## src/design/eight_bit_harvard_cpu_core_top_defines.svh

```systemverilog
`ifndef EIGHT_BIT_HARVARD_CPU_CORE_TOP_DEFINES_SVH
`define EIGHT_BIT_HARVARD_CPU_CORE_TOP_DEFINES_SVH

// Same-cycle implication, sampled on aclk, off while aresetn is low.
`define EBHCPU_ASSERT_NOW(label, ante, cons) \
    label: assert property (@(posedge aclk) disable iff (!aresetn) (ante) |-> (cons)) \
        else $error("ebhcpu: same-cycle check failed");

// Next-cycle implication, sampled on aclk, off while aresetn is low.
`define EBHCPU_ASSERT_NEXT(label, ante, cons) \
    label: assert property (@(posedge aclk) disable iff (!aresetn) (ante) |=> (cons)) \
        else $error("ebhcpu: next-cycle check failed");

`endif

```

## src/design/ebhcpu_ram.sv

```systemverilog
`timescale 1ns / 1ps
`default_nettype none

module ebhcpu_ram #(
    parameter int WIDTH = 8,
    parameter int DEPTH = 256
) (
    input  wire logic                     aclk,
    input  wire logic                     we,
    input  wire logic [$clog2(DEPTH)-1:0] waddr,
    input  wire logic [WIDTH-1:0]         wdata,
    input  wire logic                     re,
    input  wire logic [$clog2(DEPTH)-1:0] raddr,
    output logic      [WIDTH-1:0]         rdata
);

    logic [WIDTH-1:0] mem [DEPTH];

    always_ff @(posedge aclk) begin
        if (we) begin
            mem[waddr] <= wdata;
        end
        if (re) begin
            rdata <= mem[raddr];
        end
    end

endmodule

`default_nettype wire

```

## config.mk

```make
export PLATFORM = sky130hd
export DESIGN_NAME = ebhcpu_ram
export DESIGN_NICKNAME = d
export VERILOG_FILES = /design/src/design/eight_bit_harvard_cpu_core_top_defines.svh /design/src/design/ebhcpu_ram.sv
export SDC_FILE = /design/constraint.sdc
export NUM_CORES = 2
export LEC_CHECK = 0
export ABC_AREA = 1
export CORE_MARGIN = 5
export CORE_UTILIZATION = 55
export CTS_CLUSTER_SIZE = 28
export DETAILED_ROUTE_END_ITERATION = 7
export DONT_BUFFER_PORTS = 1
export GPL_TIMING_DRIVEN = 1
export PLACE_DENSITY = 0.7
export SLEW_MARGIN = 20
export SYNTH_ARGS = -nofsm -noshare
export SYNTH_HDL_FRONTEND = slang
export SYNTH_SLANG_ARGS = --single-unit
```

## constraint.sdc

```tcl
create_clock -name aclk -period 2.1 [get_ports aclk]
set_input_delay 0 -clock aclk [delete_from_list [all_inputs] [get_ports aclk]]
set_output_delay 0 -clock aclk [all_outputs]
set_load 0.05 [all_outputs]
```

==> results.sh <==
export IMPL_whs_ns=-0.716
export IMPL_worstMarginPinSlew_ns=1.29
export IMPL_critPathSlowestCell="nand3_1"
export IMPL_final_layout_size_suffix_gt1_share_pct=10.1
export IMPL_yosys_cell_types_count=13
export IMPL_fin_skew_ns=0.0522
export IMPL_die_area_mm2=0.160
export IMPL_dp_worst_setup_slack_ns=-0.467
export IMPL_cts_made_buffers=200
export IMPL_cp_start_kind="input port"
export IMPL_top_usage_layer="met2"
export IMPL_cts_tree="built"
export IMPL_first_global_vias=53500
export IMPL_routedWlPerCell_um=25.1
export IMPL_core_area_mm2=0.151
export IMPL_fp_row_count=143
export IMPL_ys_warn_count=0
export IMPL_yosys_top_cells_area="edfxtp_1 (74%), nand3_1 (12%), nand2_1 (9.5%)"
export IMPL_routed_wl_um=236000
export IMPL_setup_viol=6
export IMPL_dp_cells=8980
export IMPL_cts_root_buf="clkbuf_16"
export IMPL_final_antenna_net_count=0
export IMPL_grt_total_usage_pct=28.5
export IMPL_cts_max_path_buffers=3
export IMPL_path_cells="buf_16 -> buf_16 -> buf_16 -> buf_16 -> inv_16 -> buf_12 -> buf_12 -> nand2_1 -> nand3_1 -> nand3_1 -> nand3_1 -> nand3_1 -> nand3_1 -> nand3_1 -> nand2_1 -> nand2_1 -> nand2_1"
export IMPL_dieWidth_um=400
export IMPL_p_total_mw=84.1
export IMPL_slew_viol_final=0
export IMPL_crit_fanout=35
export IMPL_cp_common_cell="nand3_1"
export IMPL_avgSynthCellArea_um2=11.9
export IMPL_synth_cells=7003
export IMPL_tns_ns=-0.493
export IMPL_stdcell_count=9415
export IMPL_rsz0062_at_grt="yes"
export IMPL_slew_headroom_pct=14.3
export IMPL_synthesis_area_mm2=0.0835
export IMPL_required_ns=2.69
export IMPL_portBuffers=0
export IMPL_drt_pass1_iterations=8
export IMPL_min_period_ns=2.24
export IMPL_end_kind="flip-flop"
export IMPL_rrSetupSlack_ns=0
export IMPL_grt_max_degree=1026
export IMPL_hpwl_um=120000
export IMPL_postLayoutCoreUtil_pct=62.6
export IMPL_placedInstanceArea_mm2=0.0875
export IMPL_grt_use_met1_pct=39.7
export IMPL_gp_congestion=0.855
export IMPL_grt_pass1_wl_um=341000
export IMPL_syn_nets=7030
export IMPL_antenna_found_initial=7
export IMPL_cts_max_level=4
export IMPL_setup_ws_ns=-0.137
export IMPL_violations="negative hold slack, negative setup slack"
export IMPL_die_height_um=400
export IMPL_cap_violations=0
export IMPL_vias=57400
export IMPL_finalCritPeriodShare_pct=107
export IMPL_synth_top_area_cell="edfxtp_1"
export IMPL_cts_hold_repair_buffers=38
export IMPL_fmax_mhz=447
export IMPL_start_util_pct=55.1
export IMPL_vias_per_cell=6.09
export IMPL_final_hold_violation_count=2048
export IMPL_total_leakage_power_nw=33.5
export IMPL_overflow=0
export IMPL_clk_pin_slew_ns=0.06
export IMPL_yosysTopAreaCellShare_pct=74.0
export IMPL_status="complete, but fails checks"
export IMPL_cts_sinks=2056
export IMPL_critPathArrivalTime_ns=2.82
export IMPL_hp_class="in -> reg"
export IMPL_design_area_mm2=0.0948
export IMPL_nNetsFinal=7241
export IMPL_nFillCells=11300
export IMPL_ys_ff_latch=2056
export IMPL_synth_seq_area_share_pct=74.0
export IMPL_drc=0
export IMPL_path_class="in -> reg"
export IMPL_grt_use_met2_pct=43.4
export IMPL_io_pins=35
export IMPL_power_density_mw_per_mm2=888
export IMPL_area_growth_pct=13.5
export IMPL_clkLatencyLatePin_ns=0.84
export IMPL_ir_drop_mv=0.942
export IMPL_drt_iter0_drc=8370
export IMPL_max_stage_delay_ns=0.40
export IMPL_grt_util_met3_pct=7.63
==> cells in the final DEF, fill, tap and decap left out, types with 6 or more instances in the layout <==
cell / instances
buf_12: 58
buf_16: 6
buf_4: 378
bufinv_16: 12
clkbuf_1: 44
clkbuf_16: 218
clkinv_1: 56
clkinv_2: 36
diode_2: 6
dlygate4sd3_1: 30
edfxtp_1: 2056
inv_1: 34
inv_6: 9
nand2_1: 2122
nand3_1: 2016
nor2_1: 274
nor2_2: 9
==> metal layers <==
| metal | up-vias | part of all wire [%] |
|---|---|---|
| met5 | - | 0.0068 |
| met4 | 4 | 4.0 |
| met3 | 538 | 13 |
| met2 | 3554 | 46 |
| met1 | 28000 | 38 |
| li1 | 25300 | - |
==> layout make-up <==
type | instances | area [um2] | area share (%)
flip-flops and latches | 2056 | 61700 | 65.2
multi-input cells | 4425 | 19200 | 20.2
clock buffers | 246 | 5220 | 5.51
repair buffers | 492 | 4910 | 5.18
well taps | 2030 | 2540 | 2.68
clock inverters | 121 | 968 | 1.02
inverters | 39 | 180 | 0.190
diodes | 6 | 15.0 | 0.0158
==> synth_stat cells <==
cell,n
nor2_1,283
buf_4,46
buf_2,268
inv_2,2
inv_1,36
nand2_1,2123
buf_1,40
buf_8,1
buf_6,16
nand3_1,2019
inv_4,1
edfxtp_1,2056
clkbuf_1,112
==> flip-flops by register name, summed over array words and instances (netlist names) <==
| signal | flops |
|---|---|
| mem | 2048 |
| rdata | 8 |
==> logic make-up (layout without fill, tap and decap cells) <==
group / Yosys count / after routing / synth area share (%)
buffers and inverters: 522 / 898 / 3.12
flip-flops: 2056 / 2056 / 74.0
other: 0 / 6 / 0
AND/OR/NAND/NOR: 4425 / 4425 / 22.9
==> repair_timing <==
action / in CTS / in global routing
endpoints found under the hold margin: 3838 / 2048
buffers inserted: 0 / 3
endpoints found under the setup margin: 0 / 152
resized for setup: 0 / 20
==> power breakdown <==
group	internal [mW]	switching, mW	total (mW)
registers	45.3	0.134	45.4
clock network	19.1	15.2	34.3
logic	1.42	2.99	4.41
==> critical path, delay by kind of cell <==
family                 cells  cell delay (ns)
AND/OR/NAND/NOR           10             1.45
buffers and inverters      7             1.27
==> worst paths after layout <==
| path | depth (start not counted) | to | from |
|---|---|---|---|
| setup / recovery | 17 | rdata[4] | raddr[0] |
| hold / removal | 0 | mem[144][7] | wdata[7] |
| setup reg to reg | 10 | rdata[0] | mem[63][0] |
| hold reg to reg | 10 | rdata[7] | mem[82][7] |
Power figures use the tool's default switching activity.
